`src/hw/rtl/pocm_pkg.sv`:
```
`timescale 1ns / 1ps

package pocm_pkg;

  // Coordinate width default, and fixed widths of the remaining fields
  localparam int COORD_BITS_DEF = 13;
  localparam int SIDE_BITS      = 12;
  localparam int COUNT_BITS     = 8;
  localparam int DATA_BITS      = 32;
  localparam int ADDR_BITS      = 4;
  localparam int REG_SEL_BITS   = 2;

  localparam logic [COUNT_BITS-1:0] COUNT_MAX = 8'd255;

  // Register indexes (paddr[3:2])
  localparam logic [REG_SEL_BITS-1:0] REG_HEIGHT = 2'd0;
  localparam logic [REG_SEL_BITS-1:0] REG_WIDTH  = 2'd1;
  localparam logic [REG_SEL_BITS-1:0] REG_SIDE   = 2'd2;
  localparam logic [REG_SEL_BITS-1:0] REG_STEP   = 2'd3;

  // Register values after reset
  localparam int HEIGHT_RESET = 1024;
  localparam int WIDTH_RESET  = 1024;
  localparam int SIDE_RESET   = 256;
  localparam int STEP_RESET   = 230;

endpackage

```
`src/hw/rtl/patch_overlap_count_mask.sv`:
```
`timescale 1ns / 1ps
// Pipeline: set-up stage, restoring divider stages, count stage and output stage, start to done.
// Throughput: one pixel per cycle; the stride divisions run as a pipelined restoring
// divider, one quotient bit per stage, so every stage takes a new pixel each cycle.
// Reset: synchronous, clears all stage valids and done, holds busy high as a registered
// copy of rst, and loads height 1024, width 1024, patch 256, step 230.
// Results are strobed on done for one cycle; the receiver cannot stall.
module patch_overlap_count_mask #(
  parameter int COORD_BITS = pocm_pkg::COORD_BITS_DEF
) (
  input  logic                            clk,
  input  logic                            rst,
  // command channel
  input  logic                            start,
  output logic                            busy,
  input  logic [COORD_BITS-1:0]           pixel_row,
  input  logic [COORD_BITS-1:0]           pixel_col,
  // result channel
  output logic                            done,
  output logic [pocm_pkg::COUNT_BITS-1:0] cover_count,
  // configuration port
  input  logic                            psel,
  input  logic                            penable,
  input  logic                            pwrite,
  input  logic [pocm_pkg::ADDR_BITS-1:0]  paddr,
  input  logic [pocm_pkg::DATA_BITS-1:0]  pwdata,
  output logic [pocm_pkg::DATA_BITS-1:0]  prdata,
  output logic                            pready
);
  import pocm_pkg::*;

  // Working width covers both coordinates and patch side
  localparam int WB = (COORD_BITS > SIDE_BITS) ? COORD_BITS : SIDE_BITS;
  localparam int CB = WB + 1;

  typedef struct packed {
    logic                 fit;       // a regular patch fits on this axis
    logic                 has_lo;    // position at or past one patch side
    logic                 edge_hit;  // edge interval covers position
    logic [WB-1:0]        hi_word;   // dividend, becomes kmax
    logic [WB-1:0]        lo_word;   // dividend, becomes kmin - 1
    logic [SIDE_BITS-1:0] hi_rem;
    logic [SIDE_BITS-1:0] lo_rem;
  } axis_t;

  typedef struct packed {
    logic  in_img;
    axis_t r;
    axis_t c;
  } item_t;

  // Configuration registers
  logic [COORD_BITS-1:0] image_height;
  logic [COORD_BITS-1:0] image_width;
  logic [SIDE_BITS-1:0]  patch_side;
  logic [SIDE_BITS-1:0]  step_size;
  logic [SIDE_BITS-1:0]  step_eff;
  logic                  cfg_wr;

  // Pipeline
  item_t           stg      [0:WB];
  item_t           stg_next [1:WB];
  logic [WB:0]     vld;
  item_t           prep;
  logic            cnt_vld;
  logic            cnt_inside;
  logic [CB-1:0]   row_cnt;
  logic [CB-1:0]   col_cnt;
  logic [2*CB-1:0] prod;
  logic            take_item;

  // One restoring division step: shift in dividend MSB, shift out quotient bit
  function automatic logic [SIDE_BITS+WB-1:0] div_step(
    input logic [SIDE_BITS-1:0] rem,
    input logic [WB-1:0]        word,
    input logic [SIDE_BITS-1:0] dvs
  );
    logic [SIDE_BITS:0]   trial;
    logic                 take;
    logic [SIDE_BITS-1:0] rem_n;
    trial = {rem, word[WB-1]};
    take  = (trial >= {1'b0, dvs});
    rem_n = take ? SIDE_BITS'(trial - {1'b0, dvs}) : trial[SIDE_BITS-1:0];
    return {rem_n, word[WB-2:0], take};
  endfunction

  // Per-axis set-up ahead of the divider
  function automatic axis_t axis_prep(
    input logic [WB-1:0] pos,
    input logic [WB-1:0] len,
    input logic [WB-1:0] side
  );
    axis_t         a;
    logic [WB-1:0] lim;
    a.fit      = (len > side);
    lim        = len - side - WB'(1);
    a.has_lo   = (pos >= side);
    a.hi_word  = (pos < lim) ? pos : lim;
    a.lo_word  = pos - side;
    a.edge_hit = (side != '0) && (!a.fit || (pos >= len - side));
    a.hi_rem   = '0;
    a.lo_rem   = '0;
    return a;
  endfunction

  // Intervals covering the position: regular span plus edge
  function automatic logic [CB-1:0] axis_total(input axis_t a);
    logic [CB-1:0] kmax;
    logic [CB-1:0] kmin;
    logic [CB-1:0] regular;
    kmax    = {1'b0, a.hi_word};
    kmin    = a.has_lo ? ({1'b0, a.lo_word} + CB'(1)) : '0;
    regular = (a.fit && (kmax >= kmin)) ? (kmax - kmin + CB'(1)) : '0;
    return regular + CB'(a.edge_hit);
  endfunction

  // APB register file
  assign pready    = 1'b1;
  assign cfg_wr    = psel & penable & pwrite;
  assign step_eff  = (step_size == '0) ? SIDE_BITS'(1) : step_size;

  always_ff @(posedge clk) begin
    if (rst) begin
      image_height <= COORD_BITS'(HEIGHT_RESET);
      image_width  <= COORD_BITS'(WIDTH_RESET);
      patch_side   <= SIDE_BITS'(SIDE_RESET);
      step_size    <= SIDE_BITS'(STEP_RESET);
    end else if (cfg_wr) begin
      case (paddr[ADDR_BITS-1:2])
        REG_HEIGHT: image_height <= pwdata[COORD_BITS-1:0];
        REG_WIDTH:  image_width  <= pwdata[COORD_BITS-1:0];
        REG_SIDE:   patch_side   <= pwdata[SIDE_BITS-1:0];
        REG_STEP:   step_size    <= pwdata[SIDE_BITS-1:0];
        default: ;
      endcase
    end
  end

  always_comb begin
    case (paddr[ADDR_BITS-1:2])
      REG_HEIGHT: prdata = DATA_BITS'(image_height);
      REG_WIDTH:  prdata = DATA_BITS'(image_width);
      REG_SIDE:   prdata = DATA_BITS'(patch_side);
      REG_STEP:   prdata = DATA_BITS'(step_size);
      default:    prdata = '0;
    endcase
  end

  // Command handshake
  assign take_item = start & ~busy;

  always_ff @(posedge clk) begin
    busy <= rst;
  end

  // Stage 0: bounds test and axis set-up
  always_comb begin
    prep.in_img = (pixel_row < image_height) && (pixel_col < image_width);
    prep.r = axis_prep(WB'(pixel_row), WB'(image_height), WB'(patch_side));
    prep.c = axis_prep(WB'(pixel_col), WB'(image_width), WB'(patch_side));
  end

  // Divider stages: four divisions by the step in lockstep
  always_comb begin
    for (int k = 1; k <= WB; k++) begin
      stg_next[k].in_img     = stg[k-1].in_img;
      stg_next[k].r          = stg[k-1].r;
      stg_next[k].c          = stg[k-1].c;
      {stg_next[k].r.hi_rem, stg_next[k].r.hi_word} =
        div_step(stg[k-1].r.hi_rem, stg[k-1].r.hi_word, step_eff);
      {stg_next[k].r.lo_rem, stg_next[k].r.lo_word} =
        div_step(stg[k-1].r.lo_rem, stg[k-1].r.lo_word, step_eff);
      {stg_next[k].c.hi_rem, stg_next[k].c.hi_word} =
        div_step(stg[k-1].c.hi_rem, stg[k-1].c.hi_word, step_eff);
      {stg_next[k].c.lo_rem, stg_next[k].c.lo_word} =
        div_step(stg[k-1].c.lo_rem, stg[k-1].c.lo_word, step_eff);
    end
  end

  always_ff @(posedge clk) begin
    stg[0] <= prep;
    for (int k = 1; k <= WB; k++) begin
      stg[k] <= stg_next[k];
    end
  end

  always_ff @(posedge clk) begin
    if (rst) begin
      vld <= '0;
    end else begin
      vld <= {vld[WB-1:0], take_item};
    end
  end

  // Count stage: per-axis covers
  always_ff @(posedge clk) begin
    if (rst) begin
      cnt_vld <= 1'b0;
    end else begin
      cnt_vld <= vld[WB];
    end
    cnt_inside <= stg[WB].in_img;
    row_cnt    <= axis_total(stg[WB].r);
    col_cnt    <= axis_total(stg[WB].c);
  end

  // Output stage: product, saturation, and zero for pixels outside the image
  assign prod = row_cnt * col_cnt;

  always_ff @(posedge clk) begin
    if (rst) begin
      done <= 1'b0;
    end else begin
      done <= cnt_vld;
    end
    if (!cnt_inside) begin
      cover_count <= '0;
    end else if (prod > (2*CB)'(COUNT_MAX)) begin
      cover_count <= COUNT_MAX;
    end else begin
      cover_count <= prod[COUNT_BITS-1:0];
    end
  end

endmodule

```
`config.mk`:
```
export PLATFORM = sky130hd
export DESIGN_NAME = patch_overlap_count_mask
export DESIGN_NICKNAME = d
export VERILOG_FILES = /design/src/hw/rtl/pocm_pkg.sv /design/src/hw/rtl/patch_overlap_count_mask.sv
export SDC_FILE = /design/constraint.sdc
export NUM_CORES = 2
export LEC_CHECK = 0
export ABC_AREA = 1
export BUFFER_PORTS_ARGS = -buffer_cell sky130_fd_sc_hd__buf_2
export CAP_MARGIN = 5
export CORE_ASPECT_RATIO = 1.2
export CORE_MARGIN = 5
export CORE_UTILIZATION = 40
export CTS_CLUSTER_DIAMETER = 30
export DETAILED_ROUTE_END_ITERATION = 7
export PLACE_DENSITY = 0.56
export SYNTH_ARGS = -nofsm -noshare
export SYNTH_HDL_FRONTEND = slang
export SYNTH_SLANG_ARGS = --single-unit
```
`constraint.sdc`:
```
create_clock -name clk -period 5.29 [get_ports clk]
set_input_delay 0.529 -clock clk [delete_from_list [all_inputs] [get_ports clk]]
set_output_delay 0.529 -clock clk [all_outputs]
set_load 0.02 [all_outputs]
```
==> results_dict.tcl <==
set metrics [dict create \
    path_buf_inv 8 \
    grt_pass1_vias 61521 \
    clkTransAtPathRegs_ns 0.05 \
    clock-sinks 1506 \
    power_frac_seq 0.276 \
    clockPowerShare 0.336 \
    crit_top_cell "fa_1" \
    finalSetupViolations 8 \
    place_congestion 0.896 \
    antenna_found_initial 6 \
    yosys-top-cells-area "dfxtp_1, ha_1, nand2_1" \
    tightest_slew_ns 1.21 \
    grt_max_degree 53 \
    dr.pass1.iters 6 \
    synth.most_common_cell "nand2_1" \
    p_int_mw 34.1 \
    dieArea_sq_um 202000 \
    slew_violations 0 \
    ys_seq_area_frac 0.390 \
    wl_per_cell_um 15.1 \
    max_stage_delay_ns 0.54 \
    ios 111 \
    io_buffers 69 \
    cp.required_ns 6.03 \
    drive_gt1_frac 0.103 \
    async_flop_share 0 \
    clock_path_buffers 4 \
    setup_ws_ns -0.224 \
    yosysUniqueCellTypes 75 \
    numCtsBuffers 298 \
    cp.arrival_ns 6.25 \
    hp-class "in -> reg" \
    pre_cts_slack_ns -0.429 \
    start_util 0.402 \
    start_kind "flip-flop" \
    p_per_area_nw_per_um2 586 \
    synth_top_family_by_area "adder cells" \
    fin_skew_ns 0.0489 \
    yosys.area_share.simple 0.182 \
    netlist_area_sq_um 77300 \
    drtIter0Drc 2704 \
    clock_latency_ns 0.89 \
    crit_slowest_cell "fa_1" \
    synth_adder_area_share 0.192 \
    grt_first_pass_wirelength_um 303000 \
    synth_edf_count 0 \
    h-tree-depth 5 \
    muxShareOfSynthArea 0 \
    syn_inst 9230 \
    drc_errors 0 \
    synth_area_leader_cell "dfxtp_1" \
    clockRootBuffer "clkbuf_16" \
    crit_type "reg -> reg" \
    cts_tree "built" \
    grt_overflow 0 \
    status "finished, violations left" \
    fp.dieW_um 411 \
    core.rowCount 176 \
    synth-compound-area-share 0.120 \
    dpl_cell_area_sq_um 81400 \
    synth-xor-area-share 0.0545 \
    vias_per_cell 4.90 \
    ant_nets 0 \
    ys.flop_type "dfxtp_1" \
    combPwrFrac 0.388 \
    synth_common_cells "nand2_1, dfxtp_1, inv_1" \
    crit_path_end_kind "flip-flop" \
    num_vias 60862 \
    path_delay_family "adder cells" \
    ys_ff_latch 1506 \
    synthDominantCellAreaShare 0.390 \
    power_mw 54.0 \
    slew_headroom 0.191 \
    rsz0062_at_grt "true" \
    power.leakage_nw 43.8 \
    grt_use_total 0.182 \
    place_hpwl_um 141000 \
    die_h_um 492 \
    dp.cells 11860 \
    synth.avg_cell_area_sq_um 8.37 \
    vdd_drop_max_v 0.000518 \
    area_delta_synth_final_pct 19.2 \
    swShare 0.369 \
    routed_wirelength_um 187000 \
    switchingPower_mw 19.9 \
    clock.fmax_mhz 181 \
    core_sq_um 192000 \
    layout_min_cycle_time_ns 5.51 \
    hold_violations 0 \
    cap_violations 0 \
    ys_warn_count 0 \
    nets 10759 \
    worstPathMaxFanout 8 \
    failed_checks "setup timing" \
    finalCritPeriodShare 1.04 \
    design_area_sq_um 92200 \
    holdWs_ns 0.0865 \
    fin_cells 12425 \
]
metrics by stage:
stage	setup TNS, ns	utilization
2_1_floorplan	0	-
3_3_place_gp	-3.87	0.424
3_5_place_dp	-3.38	0.424
4_1_cts	-1.90	0.479
5_1_grt	-4.11	0.480
6_report	-1.71	0.480
final timing paths:
path	from	end	slack, ns	cells past startpoint
min	pixel_row[5]	stg[0][95]$_DFF_P_	0.09	3
max	row_cnt[5]$_DFF_P_	cover_count[0]$_SDFF_PN0_	-0.22	28
min reg2reg	stg[2][38]$_DFF_P_	stg[2][146]$_DFF_P_	0.30	0
max reg2reg	row_cnt[5]$_DFF_P_	cover_count[0]$_SDFF_PN0_	-0.22	28
cell usage in the layout, fill, tap and decap left out, drive strengths merged, types with 104 or more instances in the layout:
cell type  count
xor2         223
inv         1077
ha           864
nand2       1933
clkbuf       342
xnor2        246
a21oi        613
nor3         104
nand4        141
fa           201
buf          213
nor2         718
nand3        356
o21ai        672
dfxtp       1506
registers in the layout (all words and copies together), names as in the netlist:
register,flops
row_cnt,14
cover_count,8
patch_side,12
step_size,12
col_cnt,14
cnt_inside,1
cnt_vld,1
vld,14
image_width,13
image_height,13
busy,1
done,1
stg,1402
worst min-delay path, delay by kind of cell:
kind / cells / cell delay, ns
buf+inv: 1 / 0.21
compound gates: 1 / 0.08
simple gates: 1 / 0.07
kinds of logic after synthesis:
| kind of cell | after synthesis |
|---|---|
| buffers and inverters | 1205 |
| adders and majority gates | 1065 |
| other | 2 |
| xor gates and xnor gates | 469 |
| AOI/OAI and AO/OA | 1629 |
| DFF | 1506 |
| and+or+nand+nor | 3354 |
layer usage:
metal / part of all wire / global-route usage / up-vias
met5: 0 / 0 / -
met4: 0.043 / 0.0785 / 0
met3: 0.040 / 0.0321 / 450
met2: 0.49 / 0.329 / 1162
met1: 0.42 / 0.211 / 27808
li1: - / - / 31442
power groups by stage:
stage	Clock [mW]	Combinational, mW	Sequential [mW]
floorplan	0	14.9	14.6
global placement	0	19.9	15.1
detailed placement	0	20.1	15.1
CTS	18.6	20.7	14.9
global route	19.2	23.9	15.2
finish	18.2	20.9	14.9
area by class of cell:
cell class	instances	area, sq um
Fill cell	18357	99900
Multi-Input combinational cell	6537	43000
Sequential cell	1506	30200
Clock buffer	342	7940
Inverter	1032	3880
Tap cell	2581	3230
Clock inverter	175	1970
Timing Repair Buffer	251	1940
Antenna cell	1	2.50
what timing repair did:
item / CTS / global route
pin swaps: 30 / 23
resized for setup: 71 / 54
hold buffers: 38 / 0
endpoints found under the setup margin: 8 / 8
setup buffers: 7 / 2
hold endpoints to repair: 89 / 0
No activity file was read; power rests on OpenSTA's default activity.
